`config.mk`:
```
export PLATFORM = sky130hd
export DESIGN_NAME = lss_cfg_regs
export DESIGN_NICKNAME = d
export VERILOG_FILES = /design/src/lss_pkg.sv /design/src/lss_cfg_regs.sv
export SDC_FILE = /design/constraint.sdc
export NUM_CORES = 1
export LEC_CHECK = 0
export ABC_AREA = 1
export BUFFER_PORTS_ARGS = -buffer_cell sky130_fd_sc_hd__buf_2
export CORE_MARGIN = 1.5
export CORE_UTILIZATION = 54
export CTS_CLUSTER_DIAMETER = 120
export DETAILED_ROUTE_END_ITERATION = 8
export PLACE_DENSITY = 0.83
export SLEW_MARGIN = 40
export SYNTH_ARGS = -nofsm -noshare
export SYNTH_HDL_FRONTEND = slang
export SYNTH_SLANG_ARGS = --single-unit
```
`constraint.sdc`:
```
create_clock -name clk -period 1.5 [get_ports clk]
set_clock_uncertainty 0.05 [all_clocks]
set_input_delay 0.225 -clock clk [delete_from_list [all_inputs] [get_ports clk]]
set_output_delay 0.225 -clock clk [all_outputs]
set_load 0.1 [all_outputs]
```
`src/lss_pkg.sv`:
```
// ----------------------------------------------------------------------------
// Lattice sphere cell selector package
// Shared types, constants and helper functions for the cell selector.
// ----------------------------------------------------------------------------
package lss_pkg;

    localparam int FRAC_BITS   = 12;
    localparam int OFFSET_BITS = 8;

    localparam int COMP_BITS  = 21;
    localparam int VEC_W      = 3 * COMP_BITS;
    localparam int RADIUS_W   = 20;
    localparam int STRIDE_W   = 10;
    localparam int CFG_IDX_W  = 3;
    localparam int CFG_DATA_W = VEC_W;

    localparam int POS_W      = 28;
    localparam int DIST_OUT_W = 58;
    localparam int FLAT_W     = 28;
    localparam int SLOT_W     = 24;

    localparam int LANES   = 3;
    localparam int MUL_W   = 32;
    localparam int PROD_W  = 2 * MUL_W;

    localparam int POS_ACC_W = OFFSET_BITS + COMP_BITS + 2;
    localparam int LP_W      = COMP_BITS + 2;
    localparam int DF_W      = POS_ACC_W + 1;
    localparam int MAG_W     = 30;
    localparam int DSUM_W    = 2 * MAG_W;
    localparam int R2_W      = 2 * RADIUS_W;
    localparam int SYZ_W     = 2 * STRIDE_W;

    localparam longint unsigned DIST_CAP_VAL = 64'd100000 << (2 * FRAC_BITS);
    localparam int BEST_W = $clog2(DIST_CAP_VAL + 1);
    localparam int CMP_W  = (BEST_W > R2_W) ? BEST_W : R2_W;
    localparam logic [BEST_W-1:0] DIST_CAP = BEST_W'(DIST_CAP_VAL);
    localparam logic [DF_W-1:0] DIFF_CLAMP = DF_W'(1) << (MAG_W - 1);

    localparam logic signed [POS_ACC_W-1:0] POS_HI = POS_ACC_W'(2 ** (POS_W - 1) - 1);
    localparam logic signed [POS_ACC_W-1:0] POS_LO = POS_ACC_W'(-(2 ** (POS_W - 1)));

    localparam logic [CFG_IDX_W-1:0] REG_CELL_A   = 3'd0;
    localparam logic [CFG_IDX_W-1:0] REG_CELL_B   = 3'd1;
    localparam logic [CFG_IDX_W-1:0] REG_CELL_C   = 3'd2;
    localparam logic [CFG_IDX_W-1:0] REG_RADIUS   = 3'd3;
    localparam logic [CFG_IDX_W-1:0] REG_STRIDE_Y = 3'd4;
    localparam logic [CFG_IDX_W-1:0] REG_STRIDE_Z = 3'd5;

    localparam logic [1:0] AX_X = 2'd0;
    localparam logic [1:0] AX_Y = 2'd1;
    localparam logic [1:0] AX_Z = 2'd2;

    localparam logic [1:0] TERM_A = 2'd0;
    localparam logic [1:0] TERM_B = 2'd1;
    localparam logic [1:0] TERM_C = 2'd2;

    localparam logic [1:0] NB_NEG  = 2'd0;
    localparam logic [1:0] NB_ZERO = 2'd1;
    localparam logic [1:0] NB_POS  = 2'd2;

    typedef struct packed {
        logic signed [OFFSET_BITS-1:0] offset_i;
        logic signed [OFFSET_BITS-1:0] offset_j;
        logic signed [OFFSET_BITS-1:0] offset_k;
        logic                          restart;
    } in_item_t;

    typedef struct packed {
        logic                     inside_res;
        logic signed [POS_W-1:0]  pos_x;
        logic signed [POS_W-1:0]  pos_y;
        logic signed [POS_W-1:0]  pos_z;
        logic [DIST_OUT_W-1:0]    min_dist_sq;
        logic signed [FLAT_W-1:0] flat_index;
        logic [SLOT_W-1:0]        slot;
    } out_item_t;

    typedef struct packed {
        logic [VEC_W-1:0]    vec_a;
        logic [VEC_W-1:0]    vec_b;
        logic [VEC_W-1:0]    vec_c;
        logic [RADIUS_W-1:0] radius;
        logic [STRIDE_W-1:0] stride_y;
        logic [STRIDE_W-1:0] stride_z;
    } cfg_t;

    typedef enum logic [2:0] {
        OP_NONE,
        OP_POS,
        OP_MISC,
        OP_FLAT,
        OP_DIST
    } mul_op_t;

    typedef enum logic [2:0] {
        S_IDLE,
        S_POS,
        S_MISC,
        S_FLAT,
        S_DIST,
        S_DRAIN,
        S_DONE
    } state_t;

    function automatic logic signed [COMP_BITS-1:0] get_comp(input logic [VEC_W-1:0] v,
                                                            input logic [1:0] axis);
        logic signed [COMP_BITS-1:0] r;
        case (axis)
            AX_X:    r = v[COMP_BITS-1:0];
            AX_Y:    r = v[2*COMP_BITS-1:COMP_BITS];
            AX_Z:    r = v[3*COMP_BITS-1:2*COMP_BITS];
            default: r = '0;
        endcase
        return r;
    endfunction

    function automatic logic signed [LP_W-1:0] lat_term(input logic [1:0] idx,
                                                        input logic signed [COMP_BITS-1:0] c);
        logic signed [LP_W-1:0] r;
        case (idx)
            NB_NEG:  r = -LP_W'(c);
            NB_POS:  r = LP_W'(c);
            default: r = '0;
        endcase
        return r;
    endfunction

    function automatic logic signed [POS_W-1:0] sat_pos(input logic signed [POS_ACC_W-1:0] v);
        logic signed [POS_ACC_W-1:0] s;
        s = v;
        if (v > POS_HI)
            s = POS_HI;
        if (v < POS_LO)
            s = POS_LO;
        return POS_W'(s);
    endfunction

endpackage

```
`src/lss_cfg_regs.sv`:
```
// ----------------------------------------------------------------------------
// Configuration registers
// Holds the cell vectors, the cutoff radius and the grid strides.
// ----------------------------------------------------------------------------
module lss_cfg_regs import lss_pkg::*; (
    input  logic                  clk,
    input  logic                  rst_n,
    input  logic                  cfg_we,
    input  logic [CFG_IDX_W-1:0]  cfg_index,
    input  logic [CFG_DATA_W-1:0] cfg_data,
    output cfg_t                  cfg
);

    cfg_t cfg_reg;
    cfg_t cfg_next;

    always_comb
    begin
        cfg_next = cfg_reg;
        if (cfg_we)
        begin
            case (cfg_index)
                REG_CELL_A:   cfg_next.vec_a    = cfg_data[VEC_W-1:0];
                REG_CELL_B:   cfg_next.vec_b    = cfg_data[VEC_W-1:0];
                REG_CELL_C:   cfg_next.vec_c    = cfg_data[VEC_W-1:0];
                REG_RADIUS:   cfg_next.radius   = cfg_data[RADIUS_W-1:0];
                REG_STRIDE_Y: cfg_next.stride_y = cfg_data[STRIDE_W-1:0];
                REG_STRIDE_Z: cfg_next.stride_z = cfg_data[STRIDE_W-1:0];
                default:      cfg_next = cfg_reg;
            endcase
        end
    end

    always_ff @(posedge clk or negedge rst_n)
    begin
        if (!rst_n)
        begin
            cfg_reg.vec_a    <= '0;
            cfg_reg.vec_b    <= '0;
            cfg_reg.vec_c    <= '0;
            cfg_reg.radius   <= '0;
            cfg_reg.stride_y <= STRIDE_W'(1);
            cfg_reg.stride_z <= STRIDE_W'(1);
        end
        else
        begin
            cfg_reg <= cfg_next;
        end
    end

    assign cfg = cfg_reg;

endmodule

```
== Word level (Yosys, flattened, before mapping) ==
Index checks and enable logic that the tools add are counted.

* Bits in registers: 229
* Word-level logic and storage cells: 18

* Reductions and logical operators: 7
* Equal/unequal tests: 5

{| class="wikitable"
|+ Operators by type and width
! operator !! number
|-
| $reduce_and 2->1 || 6
|-
| $eq 3x2->1 const B || 2
|-
| $eq 3x3->1 const B || 2
|-
| $eq 3x1->1 const B || 1
|-
| $logic_not 3->1 || 1
|}

== Longest topological paths before layout ==
Gate-level depths: netlist (run 1).

* Depth in word-level cells: 2
* Mapped depth: 7
* Depth with buffers taken out: 5

== Least setup slack after synthesis (run 1) ==
Ideal clock, no wire load.

* Path kind: reg-to-reg
* Start: register, netlist name cfg[1]
* End: register cfg_reg, in the netlist cfg[1]
* Period minus slack after synthesis: 1.206 ns
* Required time: 1.382 ns
* Path slack: 0.294 ns
* Cell stages (with the launch flop): 3
* Arrival time: 1.088 ns
* Cells stage by stage: dfrtp_1 -> nand2_1 -> nand2_1

{| class="wikitable"
|+ RTL lines
! item !! RTL line !! text
|-
| end signal, assigned || lss_cfg_regs.sv:47 || <nowiki>cfg_reg <= cfg_next;</nowiki>
|-
| end, declared || lss_cfg_regs.sv:14 || <nowiki>cfg_t cfg_reg;</nowiki>
|}

== Final worst setup path (run 1) ==
* Start: register cfg_reg, in the netlist cfg[0]
* End: output cfg[0] in the netlist's numbering

{| class="wikitable"
|+ RTL lines
! item !! RTL line !! text
|-
| end, declared || lss_cfg_regs.sv:11 || <nowiki>output cfg_t cfg</nowiki>
|}

No word-level cell between the ends.

==> results of run 1 <==
## final timing paths
| kind | startpoint | end | slack [ns] | cells past startpoint |
|---|---|---|---|---|
| max in group asynchronous | rst_n | cfg[10] | 0.61 | 3 |
| min in group asynchronous | rst_n | cfg[146] | 0.18 | 2 |
| hold reg to reg | cfg[66] | cfg[66] | 0.42 | 2 |
| hold / removal | cfg_data[3] | cfg[3] | 0.02 | 3 |
| setup reg to reg | cfg[0] | cfg[0] | 0.70 | 2 |
| setup / recovery | cfg[0] | cfg[0] | -0.003 | 1 |
## metal layers
layer | vias up | GRT usage | share of wire
met4 | 0 | 0.172 | 0.047
met5 | - | 0 | 0
met1 | 4304 | 0.425 | 0.36
met3 | 127 | 0.0811 | 0.11
met2 | 633 | 0.571 | 0.49
li1 | 3906 | - | -
## cell type report
cell class | count | area [um^2]
Clock buffer | 39 | 716
Clock inverter | 2 | 12.5
Fill cell | 916 | 3210
Inverter | 6 | 22.5
Multi-Input combinational cell | 703 | 2930
Sequential cell | 229 | 5730
Tap cell | 216 | 270
Timing Repair Buffer | 399 | 3170
## worst reg2reg max path: stages (launching register included)
cell and delay (ns):
sky130_fd_sc_hd__dfstp_2 0.56, sky130_fd_sc_hd__nand2_1 0.06, sky130_fd_sc_hd__nand2_1 0.08
## power breakdown
part | internal (W) | switching (W) | leakage [nW] | total, W
Clock | 0.00323 | 0.00231 | 0.354 | 0.00554
Combinational | 0.00224 | 0.0105 | 3.91 | 0.0128
Sequential | 0.00735 | 0.000774 | 2.88 | 0.00812
## cells in the mapped netlist
cell	instances	area, um^2
sky130_fd_sc_hd__nand2_2	2	12.5
sky130_fd_sc_hd__clkbuf_1	13	48.8
sky130_fd_sc_hd__dfrtp_1	227	5680
sky130_fd_sc_hd__dfstp_2	2	52.6
sky130_fd_sc_hd__inv_1	4	15.0
sky130_fd_sc_hd__nor2_4	1	11.3
sky130_fd_sc_hd__inv_2	2	7.51
sky130_fd_sc_hd__nand3_1	199	996
sky130_fd_sc_hd__nand2_1	496	1860
sky130_fd_sc_hd__nor2_1	5	18.8
sky130_fd_sc_hd__buf_2	52	260
## per-stage QoR
stage / TNS (ns) / total power (W) / utilization
floorplan: 0 / 0.0177 / -
global placement: 0 / 0.0198 / 0.679
detailed placement: 0 / 0.0199 / 0.679
CTS: -0.0203 / 0.0263 / 0.800
global route: -0.0417 / 0.0272 / 0.800
finish: -0.00252 / 0.0264 / 0.800
## what timing repair did
| action | CTS | global route |
|---|---|---|
| endpoints found under the setup margin | 228 | 5 |
| cloned | 0 | 0 |
| resized for setup | 227 | 3 |
| hold endpoints to repair | 412 | 0 |
| hold buffers | 63 | 0 |
## kinds of logic after synthesis
family | Yosys count
simple gates | 703
flops | 229
buf+inv | 71
==> impl_summary.log, run 1 <==
[metrics] result of the run: finished with violations
[metrics] violations in the final reports: negative setup slack
[metrics] Rel. slew slack: 0.697
[metrics] leakage component of the power: 7.14 nW
[metrics] Hold Crit Class: in -> reg
[metrics] routed via count divided by cell count: 5.63
[metrics] maximum fanout encountered on the critical timing path: 2
[metrics] wire length of the first global-routing pass: 48100 um
[metrics] fraction of the yosys area taken by sequential cells: 0.639
[metrics] combined area of all synthesized cells: 8960 um^2
[metrics] all-layer global routing usage: 0.344
[metrics] final worst path period need: 1.50 ns
[metrics] root cell of the clock tree: sky130_fd_sc_hd__clkbuf_16
[metrics] pre-CTS worst setup slack: 0.102 ns
[metrics] routability congestion estimate from global placement: 0.849
[metrics] P per Cell Area: 2060 nW/um^2
[metrics] DRT Pass-1 Iters: 6
[metrics] count of yosys warnings during synthesis: 0
[metrics] CP bufs+invs: 1
[metrics] net count of the mapped netlist: 1072
[metrics] delay of the slowest cell on the worst path: 0.56 ns
[metrics] number of cells produced by synthesis: 1003
[metrics] antenna cell count: 0
[metrics] flip-flop count of the largest register after layout: 229
[metrics] DRC violations left: 0
[metrics] element type at the critical path start: register
[metrics] placement row count: 46
[metrics] setup repair after global routing missed its margin: true
[metrics] clk sinks: 229
[metrics] top-level port count: 298
[metrics] clock transition at the register clock pins on the worst setup and hold paths after CTS: 0.06 ns
[metrics] Max Transition Viols Final: 0
[metrics] slowest CP cell: sky130_fd_sc_hd__dfstp_2
[metrics] Layout Area Growth over Synthesis: 43.3%
[metrics] portion of the clock cycle consumed by the worst path in the final layout: 1.00
[metrics] number of buffers added for setup after CTS: 0
[metrics] cell-by-cell trace of the critical path: buf_12
[metrics] CTS max path bufs: 3
[metrics] placed cell count: 1490
[metrics] insertion delay of the later-clocked pin in the worst-skew pair: 0.49 ns
[metrics] initial antenna violation count: 0
[metrics] transition time at the pin with the least slew margin: 0.455 ns
[metrics] grt total ovfl: 0
[metrics] count of different cell masters after synthesis: 11
[metrics] number of global-route vias before repair: 9208
[metrics] area fraction in and, or, nand and nor cells after synthesis: 0.324
[metrics] Worst Hold Slack: 0.0214 ns
[metrics] share of layout cells above drive strength 1: 0.276
[metrics] dominant combinational cell family by area after synthesis: simple AND/OR/NAND/NOR gates
[metrics] number of standard cells in the layout, taps in and fillers out: 1594
[metrics] parity-gate share of the synthesized area counting xor and xnor cells: 0
[metrics] antenna-violating nets left: 0
[metrics] post-detailed-route wirelength per cell: 18.6 um
[metrics] mux cell area share after synthesis: 0
[metrics] Peak Freq: 666 MHz
[metrics] number of H-tree levels: 1
[metrics] placement-stage cell area: 10900 um^2
[metrics] number of DRC violations after detailed-routing iteration 0: 718
[metrics] Die Footprint: 17400 um^2
[metrics] core area: 16100 um^2
[metrics] final number of hold-violating endpoints: 0
[metrics] max cap viols: 0
[metrics] Worst Setup End Kind: output pin
[metrics] final setup violation count: 1
[metrics] Worst EP required: 1.22 ns
[metrics] post-synthesis sequential element count: 229
[metrics] number of nets in the finished design: 1431
[metrics] worst path arrival time: 1.23 ns
[metrics] vertical die dimension: 132 um
[metrics] die boundary width: 132 um
[metrics] leading cell types in the layout, fill and taps excluded: sky130_fd_sc_hd__nand2_1, sky130_fd_sc_hd__buf_4, sky130_fd_sc_hd__dfrtp_1
[metrics] synthesized-area fraction occupied by ao, oa, aoi and oai cells: 0
[metrics] sum of routed wire length over all layers: 29700 um
[metrics] most frequent standard cell in the layout excluding fill and tap cells: sky130_fd_sc_hd__nand2_1
[metrics] mean instance size in the synthesized netlist: 8.94 um^2
[metrics] CTS tree: done
[metrics] TritonCTS Buffers: 23
[metrics] vias post-DR: 8970
[metrics] largest vdd supply drop: 1.47 mV
[metrics] PortBufs: 297
[metrics] effective utilization at floorplan: 0.558
[metrics] largest net degree at the start of global routing: 74
[metrics] cell family contributing the most delay on the critical path: flip-flops
[metrics] half-perimeter wire length of the detailed placement result: 17600 um
[metrics] final design instance area without fill: 12800 um^2
[metrics] final worst slack: -0.00252 ns
[metrics] adder and majority gate portion of the synthesized area: 0
[metrics] type of the worst setup path: reg -> out
Note: power is estimated with default switching activity, not from simulation.
==> run 2: changes to the inputs <==
Settings changed: CELL_PAD_IN_SITES_DETAIL_PLACEMENT set to 1, CELL_PAD_IN_SITES_GLOBAL_PLACEMENT set to 1, CORE_UTILIZATION 54 to 40.
==> impl_summary.log, run 2 (synthesized netlist as in run 1, its figures left out) <==
[metrics] sequential cell area: 5730 um^2 (unchanged)
[metrics] result of the run: finished with violations
[metrics] startpoint of the worst register-to-register path: cfg[10]
[metrics] Rel. slew slack: 0.672 (-0.0249)
[metrics] Max Transition Viols Final: 0 (unchanged)
[metrics] die boundary width: 153 um (+16%)
[metrics] routability congestion estimate from global placement: 0.820 (-3.4%)
[metrics] number of H-tree levels: 1 (unchanged)
[metrics] final worst path period need: 1.53 ns (+0.0276 ns)
[metrics] Hold Crit Class: in -> reg
[metrics] Peak Freq: 654 MHz (-1.8%)
[metrics] wire length of the first global-routing pass: 55500 um (+15%)
[metrics] CTS tree: done
[metrics] vertical die dimension: 153 um (+16%)
[metrics] flip-flop count of the largest register after layout: 229 (unchanged)
[metrics] Layout Area Growth over Synthesis: 47.9%
[metrics] CP bufs+invs: 1 (unchanged)
[metrics] slowest CP cell: sky130_fd_sc_hd__dfstp_2
[metrics] grt total ovfl: 0 (unchanged)
[metrics] DRT Pass-1 Iters: 4 (-2)
[metrics] PortBufs: 297 (unchanged)
[metrics] clk sinks: 229 (unchanged)
[metrics] DRC violations left: 0 (unchanged)
[metrics] antenna-violating nets left: 0 (unchanged)
[metrics] all-layer global routing usage: 0.300 (-0.0444)
[metrics] vias post-DR: 8856 (-1.3%)
[metrics] post-detailed-route wirelength per cell: 21.4 um (+15%)
[metrics] final worst slack: -0.0301 ns (-0.0276 ns)
[metrics] most frequent standard cell in the layout excluding fill and tap cells: sky130_fd_sc_hd__nand2_1
[metrics] max cap viols: 0 (unchanged)
[metrics] largest vdd supply drop: 1.17 mV (-20%)
[metrics] routed via count divided by cell count: 5.32 (-5.5%)
[metrics] clock transition at the register clock pins on the worst setup and hold paths after CTS: 0.06 ns (about the same)
[metrics] worst path arrival time: 1.26 ns (+0.03 ns)
[metrics] aggregate negative setup slack: -0.0584 ns (-0.0559 ns)
[metrics] half-perimeter wire length of the detailed placement result: 20900 um (+18%)
[metrics] transition time at the pin with the least slew margin: 0.492 ns (+0.0373 ns)
[metrics] leading cell types in the layout, fill and taps excluded: sky130_fd_sc_hd__nand2_1, sky130_fd_sc_hd__dfrtp_1, sky130_fd_sc_hd__buf_4
[metrics] pre-CTS worst setup slack: 0.0721 ns (-0.0297 ns)
[metrics] Worst Setup SP: cfg[0]
[metrics] final number of hold-violating endpoints: 0 (unchanged)
[metrics] TritonCTS Buffers: 25 (+8.7%)
[metrics] type of the worst setup path: reg -> out
[metrics] Worst Hold Slack: 0.145 ns (+0.124 ns)
[metrics] insertion delay of the later-clocked pin in the worst-skew pair: 0.51 ns (+0.02 ns)
[metrics] final setup violation count: 2 (+1)
[metrics] top-level port count: 298 (unchanged)
[metrics] violations in the final reports: negative setup slack
[metrics] maximum fanout encountered on the critical timing path: 2 (unchanged)
[metrics] element type at the critical path start: register
[metrics] leakage component of the power: 7.27 nW (+1.8%)
[metrics] cell-by-cell trace of the critical path: buf_12
[metrics] cell family contributing the most delay on the critical path: flip-flops
[metrics] initial antenna violation count: 1 (+1)
[metrics] root cell of the clock tree: sky130_fd_sc_hd__clkbuf_16
[metrics] multi-input combinational cell area: 2930 um^2 (unchanged)
[metrics] number of DRC violations after detailed-routing iteration 0: 431 (-40%)
[metrics] number of global-route vias before repair: 9988 (+8.5%)
[metrics] share of the core filled with cells: 0.606 (-0.195)
[metrics] Worst Setup End Kind: output pin
[metrics] P per Cell Area: 2070 nW/um^2 (+0.51%)
[metrics] CTS max path bufs: 3 (unchanged)
[metrics] layout filler cell count: 2465 (+170%)
[metrics] Die Footprint: 23300 um^2 (+34%)
[metrics] effective utilization at floorplan: 0.410 (-0.149)
[metrics] delay of the slowest cell on the worst path: 0.56 ns (about the same)
[metrics] largest net degree at the start of global routing: 79 (+6.8%)
[metrics] sum of routed wire length over all layers: 35700 um (+20%)
[metrics] core area: 21900 um^2 (+36%)
[metrics] portion of the clock cycle consumed by the worst path in the final layout: 1.02 (+0.0184)
[metrics] number of nets in the finished design: 1436 (+0.35%)
[metrics] setup repair after global routing missed its margin: true
[metrics] startpoint of the tightest hold check path: cfg_index[0]
[metrics] placement row count: 54 (+17%)
[metrics] share of layout cells above drive strength 1: 0.278 (+0.00242)
[metrics] Worst EP required: 1.22 ns (about the same)
## run 2: changes by cell type in the layout (fill, tap and decap cells not counted), sizes merged
| cell | change |
|---|---|
| buf | +2 |
| diode | +1 |
| clkinv | +2 |
| clkinvlp | -1 |
| bufinv | +2 |
| dlygate4sd3 | +1 |
## run 2: what timing repair did
action                                 CTS  global route
hold buffers                            64             0
gates resized for setup                233            27
endpoints found under the hold margin  430             0
buffers inserted                         0             1
setup endpoints to repair              228            29
## run 2: where the power goes
part / internal (W) / leakage [nW] / switching [W]
clock: 0.00370 / 0.401 / 0.00248
combinational: 0.00237 / 3.99 / 0.0107
sequential: 0.00735 / 2.88 / 0.000836
## run 2: metrics by stage
stage | instance area [um^2] | instances | power (W)
after global routing | 13300 | 1665 | 0.0282
after CTS | 13100 | 1663 | 0.0272
after detailed placement | 11100 | 1555 | 0.0201
after floorplan | 8960 | 1003 | 0.0177
after global placement | 11100 | 1555 | 0.0199
final | 13300 | 1665 | 0.0274
## run 2: layout make-up
type | instances | share of cell area
Timing Repair Buffer | 402 | 0.257
Inverter | 6 | 0.00170
Clock buffer | 39 | 0.0557
Sequential cell | 229 | 0.433
Tap cell | 280 | 0.0264
Clock inverter | 5 | 0.00566
Antenna cell | 1 | 0.000189
Multi-Input combinational cell | 703 | 0.221
## run 2: worst paths after layout
path / end / slack (ns) / depth (start not counted)
max: cfg[0] / -0.03 / 1
min: cfg[174] / 0.15 / 4
max reg2reg: cfg[10] / 0.60 / 3
min reg2reg: cfg[228] / 0.42 / 2
max in group asynchronous: cfg[53] / 0.65 / 3
min in group asynchronous: cfg[201] / 0.17 / 2
## run 2: metal layers
layer | wire length, um | GRT usage | vias to the layer above
li1 | - | - | 3907
met1 | 13700 | 0.359 | 4510
met2 | 18200 | 0.527 | 368
met3 | 2740 | 0.0791 | 71
met4 | 1050 | 0.0916 | 0
met5 | 0 | 0 | -
