==> src/lss_pkg.sv <==
// ----------------------------------------------------------------------------
// Lattice sphere cell selector package
// Shared types, constants and helper functions for the cell selector.
// ----------------------------------------------------------------------------
package lss_pkg;

    localparam int FRAC_BITS   = 12;
    localparam int OFFSET_BITS = 8;

    localparam int COMP_BITS  = 21;
    localparam int VEC_W      = 3 * COMP_BITS;
    localparam int RADIUS_W   = 20;
    localparam int STRIDE_W   = 10;
    localparam int CFG_IDX_W  = 3;
    localparam int CFG_DATA_W = VEC_W;

    localparam int POS_W      = 28;
    localparam int DIST_OUT_W = 58;
    localparam int FLAT_W     = 28;
    localparam int SLOT_W     = 24;

    localparam int LANES   = 3;
    localparam int MUL_W   = 32;
    localparam int PROD_W  = 2 * MUL_W;

    localparam int POS_ACC_W = OFFSET_BITS + COMP_BITS + 2;
    localparam int LP_W      = COMP_BITS + 2;
    localparam int DF_W      = POS_ACC_W + 1;
    localparam int MAG_W     = 30;
    localparam int DSUM_W    = 2 * MAG_W;
    localparam int R2_W      = 2 * RADIUS_W;
    localparam int SYZ_W     = 2 * STRIDE_W;

    localparam longint unsigned DIST_CAP_VAL = 64'd100000 << (2 * FRAC_BITS);
    localparam int BEST_W = $clog2(DIST_CAP_VAL + 1);
    localparam int CMP_W  = (BEST_W > R2_W) ? BEST_W : R2_W;
    localparam logic [BEST_W-1:0] DIST_CAP = BEST_W'(DIST_CAP_VAL);
    localparam logic [DF_W-1:0] DIFF_CLAMP = DF_W'(1) << (MAG_W - 1);

    localparam logic signed [POS_ACC_W-1:0] POS_HI = POS_ACC_W'(2 ** (POS_W - 1) - 1);
    localparam logic signed [POS_ACC_W-1:0] POS_LO = POS_ACC_W'(-(2 ** (POS_W - 1)));

    localparam logic [CFG_IDX_W-1:0] REG_CELL_A   = 3'd0;
    localparam logic [CFG_IDX_W-1:0] REG_CELL_B   = 3'd1;
    localparam logic [CFG_IDX_W-1:0] REG_CELL_C   = 3'd2;
    localparam logic [CFG_IDX_W-1:0] REG_RADIUS   = 3'd3;
    localparam logic [CFG_IDX_W-1:0] REG_STRIDE_Y = 3'd4;
    localparam logic [CFG_IDX_W-1:0] REG_STRIDE_Z = 3'd5;

    localparam logic [1:0] AX_X = 2'd0;
    localparam logic [1:0] AX_Y = 2'd1;
    localparam logic [1:0] AX_Z = 2'd2;

    localparam logic [1:0] TERM_A = 2'd0;
    localparam logic [1:0] TERM_B = 2'd1;
    localparam logic [1:0] TERM_C = 2'd2;

    localparam logic [1:0] NB_NEG  = 2'd0;
    localparam logic [1:0] NB_ZERO = 2'd1;
    localparam logic [1:0] NB_POS  = 2'd2;

    typedef struct packed {
        logic signed [OFFSET_BITS-1:0] offset_i;
        logic signed [OFFSET_BITS-1:0] offset_j;
        logic signed [OFFSET_BITS-1:0] offset_k;
        logic                          restart;
    } in_item_t;

    typedef struct packed {
        logic                     inside_res;
        logic signed [POS_W-1:0]  pos_x;
        logic signed [POS_W-1:0]  pos_y;
        logic signed [POS_W-1:0]  pos_z;
        logic [DIST_OUT_W-1:0]    min_dist_sq;
        logic signed [FLAT_W-1:0] flat_index;
        logic [SLOT_W-1:0]        slot;
    } out_item_t;

    typedef struct packed {
        logic [VEC_W-1:0]    vec_a;
        logic [VEC_W-1:0]    vec_b;
        logic [VEC_W-1:0]    vec_c;
        logic [RADIUS_W-1:0] radius;
        logic [STRIDE_W-1:0] stride_y;
        logic [STRIDE_W-1:0] stride_z;
    } cfg_t;

    typedef enum logic [2:0] {
        OP_NONE,
        OP_POS,
        OP_MISC,
        OP_FLAT,
        OP_DIST
    } mul_op_t;

    typedef enum logic [2:0] {
        S_IDLE,
        S_POS,
        S_MISC,
        S_FLAT,
        S_DIST,
        S_DRAIN,
        S_DONE
    } state_t;

    function automatic logic signed [COMP_BITS-1:0] get_comp(input logic [VEC_W-1:0] v,
                                                            input logic [1:0] axis);
        logic signed [COMP_BITS-1:0] r;
        case (axis)
            AX_X:    r = v[COMP_BITS-1:0];
            AX_Y:    r = v[2*COMP_BITS-1:COMP_BITS];
            AX_Z:    r = v[3*COMP_BITS-1:2*COMP_BITS];
            default: r = '0;
        endcase
        return r;
    endfunction

    function automatic logic signed [LP_W-1:0] lat_term(input logic [1:0] idx,
                                                        input logic signed [COMP_BITS-1:0] c);
        logic signed [LP_W-1:0] r;
        case (idx)
            NB_NEG:  r = -LP_W'(c);
            NB_POS:  r = LP_W'(c);
            default: r = '0;
        endcase
        return r;
    endfunction

    function automatic logic signed [POS_W-1:0] sat_pos(input logic signed [POS_ACC_W-1:0] v);
        logic signed [POS_ACC_W-1:0] s;
        s = v;
        if (v > POS_HI)
            s = POS_HI;
        if (v < POS_LO)
            s = POS_LO;
        return POS_W'(s);
    endfunction

endpackage

==> src/lss_engine.sv <==
// ----------------------------------------------------------------------------
// Selector sequencer and datapath
// Schedules position, radius, index and neighbor distance work on the
// shared multiplier and keeps the running minimum and the slot counter.
// ----------------------------------------------------------------------------
module lss_engine import lss_pkg::*; (
    input  logic                     clk,
    input  logic                     rst_n,
    input  cfg_t                     cfg,
    input  logic                     start,
    input  in_item_t                 item,
    output logic                     idle,
    output logic                     res_valid,
    output out_item_t                res,
    input  logic                     res_take,
    output mul_op_t                  mul_op,
    output logic signed [MUL_W-1:0]  mul_a [LANES],
    output logic signed [MUL_W-1:0]  mul_b [LANES],
    input  mul_op_t                  prod_op,
    input  logic signed [PROD_W-1:0] prod [LANES]
);

    state_t state_reg, state_next;
    logic [1:0] cnt_reg, cnt_next;
    logic [1:0] u_reg, u_next;
    logic [1:0] v_reg, v_next;
    logic [1:0] w_reg, w_next;
    logic mag_valid_reg, mag_valid_next;
    logic dsum_valid_reg, dsum_valid_next;
    logic [SLOT_W-1:0] count_reg, count_next;

    logic signed [OFFSET_BITS-1:0] oi_reg, oi_next;
    logic signed [OFFSET_BITS-1:0] oj_reg, oj_next;
    logic signed [OFFSET_BITS-1:0] ok_reg, ok_next;
    logic signed [POS_ACC_W-1:0] pos_reg [LANES];
    logic signed [POS_ACC_W-1:0] pos_next [LANES];
    logic [MAG_W-1:0] mag_reg [LANES];
    logic [MAG_W-1:0] mag_next [LANES];
    logic [DSUM_W-1:0] dsum_reg, dsum_next;
    logic [BEST_W-1:0] best_reg, best_next;
    logic [R2_W-1:0] r2_reg, r2_next;
    logic [FLAT_W-1:0] flat_reg, flat_next;

    logic signed [LP_W-1:0] lp [LANES];
    logic signed [DF_W-1:0] df [LANES];
    logic [DF_W-1:0] mag_full [LANES];
    logic last_nb;
    logic drained;
    logic in_ball;

    assign last_nb = (u_reg == NB_POS) && (v_reg == NB_POS) && (w_reg == NB_POS);
    assign drained = !mag_valid_reg && (prod_op != OP_DIST) && !dsum_valid_reg;
    assign in_ball = CMP_W'(best_reg) < CMP_W'(r2_reg);

    always_comb
    begin
        state_next = state_reg;
        case (state_reg)
            S_IDLE:
                if (start)
                    state_next = S_POS;
            S_POS:
                if (cnt_reg == TERM_C)
                    state_next = S_MISC;
            S_MISC:
                state_next = S_FLAT;
            S_FLAT:
                state_next = S_DIST;
            S_DIST:
                if (last_nb)
                    state_next = S_DRAIN;
            S_DRAIN:
                if (drained)
                    state_next = S_DONE;
            S_DONE:
                if (res_take)
                    state_next = S_IDLE;
            default:
                state_next = S_IDLE;
        endcase
    end

    always_comb
    begin
        mul_op = OP_NONE;
        for (int l = 0; l < LANES; l++)
        begin
            mul_a[l] = '0;
            mul_b[l] = '0;
        end
        case (state_reg)
            S_POS:
            begin
                mul_op = OP_POS;
                for (int ax = 0; ax < LANES; ax++)
                begin
                    case (cnt_reg)
                        TERM_A:
                        begin
                            mul_a[ax] = MUL_W'(oi_reg);
                            mul_b[ax] = MUL_W'(get_comp(cfg.vec_a, 2'(ax)));
                        end
                        TERM_B:
                        begin
                            mul_a[ax] = MUL_W'(oj_reg);
                            mul_b[ax] = MUL_W'(get_comp(cfg.vec_b, 2'(ax)));
                        end
                        default:
                        begin
                            mul_a[ax] = MUL_W'(ok_reg);
                            mul_b[ax] = MUL_W'(get_comp(cfg.vec_c, 2'(ax)));
                        end
                    endcase
                end
            end
            S_MISC:
            begin
                mul_op   = OP_MISC;
                mul_a[0] = MUL_W'(cfg.radius);
                mul_b[0] = MUL_W'(cfg.radius);
                mul_a[1] = MUL_W'(cfg.stride_y);
                mul_b[1] = MUL_W'(cfg.stride_z);
                mul_a[2] = MUL_W'(oj_reg);
                mul_b[2] = MUL_W'(cfg.stride_z);
            end
            S_FLAT:
            begin
                mul_op   = OP_FLAT;
                mul_a[0] = MUL_W'(oi_reg);
                mul_b[0] = MUL_W'(prod[1][SYZ_W-1:0]);
            end
            default:
            begin
                if (mag_valid_reg)
                begin
                    mul_op = OP_DIST;
                    for (int l = 0; l < LANES; l++)
                    begin
                        mul_a[l] = MUL_W'(mag_reg[l]);
                        mul_b[l] = MUL_W'(mag_reg[l]);
                    end
                end
            end
        endcase
    end

    always_comb
    begin
        for (int ax = 0; ax < LANES; ax++)
        begin
            lp[ax] = lat_term(u_reg, get_comp(cfg.vec_a, 2'(ax)))
                   + lat_term(v_reg, get_comp(cfg.vec_b, 2'(ax)))
                   + lat_term(w_reg, get_comp(cfg.vec_c, 2'(ax)));
            df[ax] = DF_W'(lp[ax]) - DF_W'(pos_reg[ax]);
            mag_full[ax] = df[ax][DF_W-1] ? -df[ax] : df[ax];
            mag_next[ax] = (mag_full[ax] > DIFF_CLAMP) ? DIFF_CLAMP[MAG_W-1:0]
                                                       : mag_full[ax][MAG_W-1:0];
        end
    end

    always_comb
    begin
        cnt_next        = cnt_reg;
        u_next          = u_reg;
        v_next          = v_reg;
        w_next          = w_reg;
        count_next      = count_reg;
        oi_next         = oi_reg;
        oj_next         = oj_reg;
        ok_next         = ok_reg;
        dsum_next       = dsum_reg;
        best_next       = best_reg;
        r2_next         = r2_reg;
        flat_next       = flat_reg;
        mag_valid_next  = (state_reg == S_DIST);
        dsum_valid_next = (prod_op == OP_DIST);
        for (int l = 0; l < LANES; l++)
            pos_next[l] = pos_reg[l];

        case (state_reg)
            S_IDLE:
            begin
                if (start)
                begin
                    oi_next   = item.offset_i;
                    oj_next   = item.offset_j;
                    ok_next   = item.offset_k;
                    cnt_next  = TERM_A;
                    u_next    = NB_NEG;
                    v_next    = NB_NEG;
                    w_next    = NB_NEG;
                    best_next = DIST_CAP;
                    for (int l = 0; l < LANES; l++)
                        pos_next[l] = '0;
                    if (item.restart)
                        count_next = '0;
                end
            end
            S_POS:
                cnt_next = cnt_reg + 2'd1;
            S_DIST:
            begin
                if (w_reg == NB_POS)
                begin
                    w_next = NB_NEG;
                    if (v_reg == NB_POS)
                    begin
                        v_next = NB_NEG;
                        u_next = u_reg + 2'd1;
                    end
                    else
                    begin
                        v_next = v_reg + 2'd1;
                    end
                end
                else
                begin
                    w_next = w_reg + 2'd1;
                end
            end
            S_DONE:
            begin
                if (res_take && in_ball)
                    count_next = count_reg + SLOT_W'(1);
            end
            default:
                cnt_next = cnt_reg;
        endcase

        case (prod_op)
            OP_POS:
            begin
                for (int l = 0; l < LANES; l++)
                    pos_next[l] = pos_reg[l] + POS_ACC_W'(prod[l]);
            end
            OP_MISC:
            begin
                r2_next   = prod[0][R2_W-1:0];
                flat_next = FLAT_W'(ok_reg) + prod[2][FLAT_W-1:0];
            end
            OP_FLAT:
                flat_next = flat_reg + prod[0][FLAT_W-1:0];
            OP_DIST:
                dsum_next = prod[0][DSUM_W-1:0] + prod[1][DSUM_W-1:0]
                          + prod[2][DSUM_W-1:0];
            default:
                dsum_next = dsum_reg;
        endcase

        if (dsum_valid_reg && (dsum_reg < DSUM_W'(best_reg)))
            best_next = dsum_reg[BEST_W-1:0];
    end

    always_ff @(posedge clk or negedge rst_n)
    begin
        if (!rst_n)
        begin
            state_reg      <= S_IDLE;
            cnt_reg        <= TERM_A;
            u_reg          <= NB_NEG;
            v_reg          <= NB_NEG;
            w_reg          <= NB_NEG;
            mag_valid_reg  <= 1'b0;
            dsum_valid_reg <= 1'b0;
            count_reg      <= '0;
        end
        else
        begin
            state_reg      <= state_next;
            cnt_reg        <= cnt_next;
            u_reg          <= u_next;
            v_reg          <= v_next;
            w_reg          <= w_next;
            mag_valid_reg  <= mag_valid_next;
            dsum_valid_reg <= dsum_valid_next;
            count_reg      <= count_next;
        end
    end

    always_ff @(posedge clk)
    begin
        oi_reg   <= oi_next;
        oj_reg   <= oj_next;
        ok_reg   <= ok_next;
        dsum_reg <= dsum_next;
        best_reg <= best_next;
        r2_reg   <= r2_next;
        flat_reg <= flat_next;
        for (int l = 0; l < LANES; l++)
        begin
            pos_reg[l] <= pos_next[l];
            mag_reg[l] <= mag_next[l];
        end
    end

    always_comb
    begin
        idle            = (state_reg == S_IDLE);
        res_valid       = (state_reg == S_DONE);
        res.inside_res  = in_ball;
        res.pos_x       = sat_pos(pos_reg[0]);
        res.pos_y       = sat_pos(pos_reg[1]);
        res.pos_z       = sat_pos(pos_reg[2]);
        res.min_dist_sq = DIST_OUT_W'(best_reg);
        res.flat_index  = flat_reg;
        res.slot        = in_ball ? count_reg : '0;
    end

endmodule

==> config.mk <==
export PLATFORM = sky130hd
export DESIGN_NAME = lss_engine
export DESIGN_NICKNAME = d
export VERILOG_FILES = /design/src/lss_pkg.sv /design/src/lss_engine.sv
export SDC_FILE = /design/constraint.sdc
export NUM_CORES = 2
export LEC_CHECK = 0
export BUFFER_PORTS_ARGS = -buffer_cell sky130_fd_sc_hd__buf_4
export CAP_MARGIN = 10
export CORE_ASPECT_RATIO = 0.7
export CORE_MARGIN = 3
export CORE_UTILIZATION = 30
export DETAILED_ROUTE_END_ITERATION = 10
export SYNTH_ARGS = -nofsm -noshare
export SYNTH_HDL_FRONTEND = slang
export SYNTH_SLANG_ARGS = --single-unit
==> constraint.sdc <==
create_clock -name clk -period 20.7 [get_ports clk]
set_input_delay 1.035 -clock clk [delete_from_list [all_inputs] [get_ports clk]]
set_output_delay 1.035 -clock clk [all_outputs]
set_load 0.05 [all_outputs]
# --- Word level (Yosys, flattened, before mapping) ---
# Memories as Yosys holds them, arrays and structs flattened.
# Index checks and enable logic that the tools add are counted.
totals:
  ff_bits: 230
  latch_bits: 0
  ramBits: 183
  romBits: 0
  output_inout_bits: 392
  word_cells: 173
  n_memories: 2
classes:
  addsub: 33
  mul: 0
  n_div: 0
  magnitude_cmp: 11
  eq_ne: 25
  n_shift: 0
  n_mux: 60
  n_bitwise: 0
  n_reduce_logical: 27
mem_list:
  columns: ["name", "words", "width", "rd", "rd_ports_with_merged_regs", "wr", "line", "source"]
  rows:
  - ["pos_reg", 3, 31, 3, 0, 3, "lss_engine.sv:35", "logic signed [POS_ACC_W-1:0] pos_reg [LANES];"]
  - ["mag_reg", 3, 30, 3, 0, 3, "lss_engine.sv:37", "logic [MAG_W-1:0] mag_reg [LANES];"]
op_table:
  columns: ["operator", "n"]
  rows:
  - ["$pmux 23 s2", 9]
  - ["$pmux 64 s3", 2]
  - ["$mux 93", 3]
  - ["$pmux 32 s2", 4]
  - ["$neg 21->23", 9]
  - ["$pmux 32 s3", 2]
  - ["$mux 28", 6]
  - ["$add 23x23->23", 6]
  - ["$mux 41", 3]
  - ["$add 60x60->60", 2]
  - ["$gt 32x30->1 const B", 3]
  - ["$mux 24", 4]
  - ["$mux 32", 3]
  - ["$neg 32->32", 3]
  - ["$sub 23x31->32", 3]
  - ["$mux 94", 1]
  - ["$add 31x31->31", 3]
  - ["$gt 31x28->1 const B", 3]
  - ["$lt 31x28->1 const B", 3]
  - ["$mux 30", 3]
  - ["$lt 60x41->1", 1]
  - ["$add 28x28->28", 2]
  - ["$pmux 28 s2", 1]
  - ["$pmux 24 s2", 1]
  - ["25 further kinds", 76]

# --- Longest topological paths before layout ---
depth:
  word_depth: 9
  depth_mapped: 40
  mapped_depth_nobuf: 36

# --- Worst setup path after synthesis ---
# Ideal clock, no wire load.
synth_timing:
  path_kind: "input -> register"
  from: "input port cfg[169] in the netlist's numbering"
  to: "memory mag_reg[0][1]"
  arrival_ns: 9.214
  required_time_ns: 20.621
  path_slack_ns: 11.407
  stages: 35
  n_path_buf: 4
  path_cell_list: "clkbuf_1 > nor4_1 > nand2_1 > or3_1 > or3_1 > or3_1 > or3_1 > or3_1 > nor3_1 > a21oi_1 > mux2_2 > fa_1 > inv_1 > ha_1 > and3_1 > a211oi_1 > a21oi_1 > xnor2_1 > ha_1 > clkbuf_1 > a21o_1 > a21oi_1 > o21ai_0 > a21oi_1 > o21ai_0 > mux2i_1 > o21ai_0 > buf_2 > o21ai_0 > o2111ai_1 > or4b_1 > a2111o_1 > o21a_1 > buf_6 > a211oi_2"
synth_lines:
  columns: ["element", "line", "source"]
  rows:
  - ["start: declaration", "lss_engine.sv:9", "input cfg_t cfg,"]
  - ["end: declaration", "lss_engine.sv:37", null]

==> metrics.yaml <==
outcome:
  status: "finished clean"
logic_synthesis:
  syn-cell-area_mm2: 0.0494
  yosysSeqAreaShare_pct: 22.9
  yosysWarnings: 0
  synth_flop_cell: "edfxtp_1"
  netlist_instances: 6042
  synth-edff-count: 286
  syn_area_per_cell_um2: 8.18
  synth_cell_types: 105
  ys_seq_elements: 413
  synthArstFlopShare_pct: 8.96
cells_and_area:
  multi_input_area_mm2: 0.0354
  layout.cells.most_common_list: "buf_4 (867), a21oi_1 (489), inv_1 (477), nand2_1 (468), ha_1 (451)"
  largest_reg_flops: 93
  final_common_cell: "buf_4"
  drive_gt1_share_pct: 16.3
  nets: 7752
  fin_util_pct: 36.8
  n_fill_cell: 16900
  synthToLayoutAreaGrowth_pct: 20.7
  regArea_mm2: 0.0113
sta:
  clock.fmax_mhz: 89.4
  max_slew_margin_pct: 19.2
  final_max_slew_viol_count: 0
  hold_viol: 0
  setup_viol: 0
  tns_ns: 0
  period_needed_ns: 11.18
  worstMarginPinSlew_ns: 1.21
  rsz0062_at_grt: "false"
  fin_worst_skew_ns: 0.0455
  finalCritPeriodShare_pct: 54.0
routing:
  via_count: 49800
  detail-route-antenna-nets: 0
  viasPerCell: 5.56
  wl_per_cell_um: 25.1
  dr.pass1.iters: 6
  drc_errors: 0
  drt-total-wl_um: 225000
  first_iter_violations: 5145
worst_setup_path:
  path_class: "flop to flop"
  crit_path_end_kind: "flop"
  max_stage_delay_ns: 0.74
  cp_slowest_cell: "buf_4"
  crit_fanout: 80
  crit_required_ns: 21.23
  critPathLaunchType: "flop"
  crit_arrival_ns: 11.71
clock_network:
  cts_sinks: 413
  h-tree-depth: 2
  cts_max_path_buffers: 3
  clkTransAtPathRegs_ns: 0.06
  clk_latency_ns: 0.69
  post_cts_buffers: 0
  cts-root-buf: "clkbuf_16"
  numCtsBuffers: 52
  cts_tree: "done"
  cts_resized: 0
  ctsHoldBuffers: 0
floorplanning:
  coreArea_mm2: 0.162
  dieArea_mm2: 0.170
  die-width_um: 491
  io_pins: 845
  die_h_um: 346
  start_util_pct: 30.5
  rows: 123
placement:
  io_buffer_count: 815
  place_congestion: 1.03
  dp_hpwl_um: 186000
grt:
  grt_first_pass_wirelength_um: 319000
  grt_pass1_vias: 46000
  globalRouteTotalUtil_pct: 25.0
  antenna_found_initial: 36
  grt_max_degree: 81
  grt_overflow_total: 0
run:
  drv_cap: 0
worst_hold_path:
  hp-class: "input port to asynchronous set/reset pin"
-- path summary, 6_finish.rpt --
kind / startpoint / endpoint / slack, ns / cells past startpoint
max reg2reg: u_reg[0]$_DFFE_PN0P_ / mag_reg[0][31]$_SDFF_PN0_ / 9.52 / 32
min in group clk: u_reg[0]$_DFFE_PN0P_ / u_reg[0]$_DFFE_PN0P_ / 0.52 / 1
max in group asynchronous: rst_n / v_reg[1]$_DFFE_PN0P_ / 20.00 / 1
min reg2reg: u_reg[0]$_DFFE_PN0P_ / u_reg[0]$_DFFE_PN0P_ / 0.52 / 1
min: rst_n / count_reg[22]$_DFFE_PN0P_ / 0.32 / 1
max: u_reg[0]$_DFFE_PN0P_ / mag_reg[0][31]$_SDFF_PN0_ / 9.52 / 32
-- routing by layer --
metal	global-route usage (%)	vias up	routed length [um]
met5	0	-	44
met4	7.21	6	7180
met3	4.94	308	19100
met2	38.4	2261	97600
met1	35.3	24000	101000
li1	-	23200	-
-- layout make-up --
class,count,area share (%)
multi-input cells,4895,59.4
diodes,10,0.0419
flip-flops and latches,413,19.0
clock inverters,35,0.738
well taps,2187,4.59
clock buffers,62,2.32
inverters,478,3.01
repair buffers,867,10.9
-- cells by family after synthesis --
kind of cell	after synthesis	synth area share, %
compound gates	1860	25.1
fa+ha+maj	592	17.1
xor+xnor	484	8.57
simple gates	1898	19.5
other cells	1	0.00758
flops	413	22.9
mux	44	0.936
buf+inv	750	5.96
-- worst max-delay path: cells and delay by family, from the launching register on --
family	cells	cell delay [ns]
adders and majority gates	4	1.69
DFF	1	0.39
buffers and inverters	5	1.64
AOI/OAI and AO/OA	16	4.51
xor gates and xnor gates	1	0.61
and+or+nand+nor	6	2.14
-- synth_stat cells (all sizes together) (26+ instances only) --
cell type	instances	area share (%)
o21ai	291	3.0
nand2b	164	2.1
fa	137	5.5
nor3	172	1.9
or3	95	1.2
o211ai	33	0.50
nand4	58	0.75
nand2	471	3.6
and3	71	0.90
or4	28	0.43
xor2	197	3.5
or2	42	0.53
clkbuf	207	1.6
a221o	42	0.85
a31oi	80	1.0
dfrtp	37	1.9
a211oi	49	0.79
nor2	435	3.3
xnor2	287	5.1
mux2i	26	0.53
a21o	342	5.2
buf	65	0.76
and2	59	0.75
inv	478	3.6
a21boi	48	0.74
edfxtp	286	17
nor3b	33	0.51
nor2b	56	0.71
o31ai	49	0.75
nor4	63	0.81
dfxtp	90	3.6
nand3	85	0.86
a22oi	103	1.6
a21oi	494	5.0
o21a	69	1.1
ha	455	12
o21bai	55	0.84
-- per-stage QoR --
step,hold WS (ns),std cells,setup slack [ns],instance area [um^2]
after detailed placement,0.501,8840,9.55,57800
final,0.323,8947,9.52,59700
after global routing,0.332,8943,8.88,59600
after global placement,0.479,8840,9.65,57800
after floorplan,0.459,6058,11.41,49500
after CTS,0.297,8937,9.72,59600
Power is not shown: default switching activity piles up to over one toggle a cycle in this logic, so the estimate is an artifact.
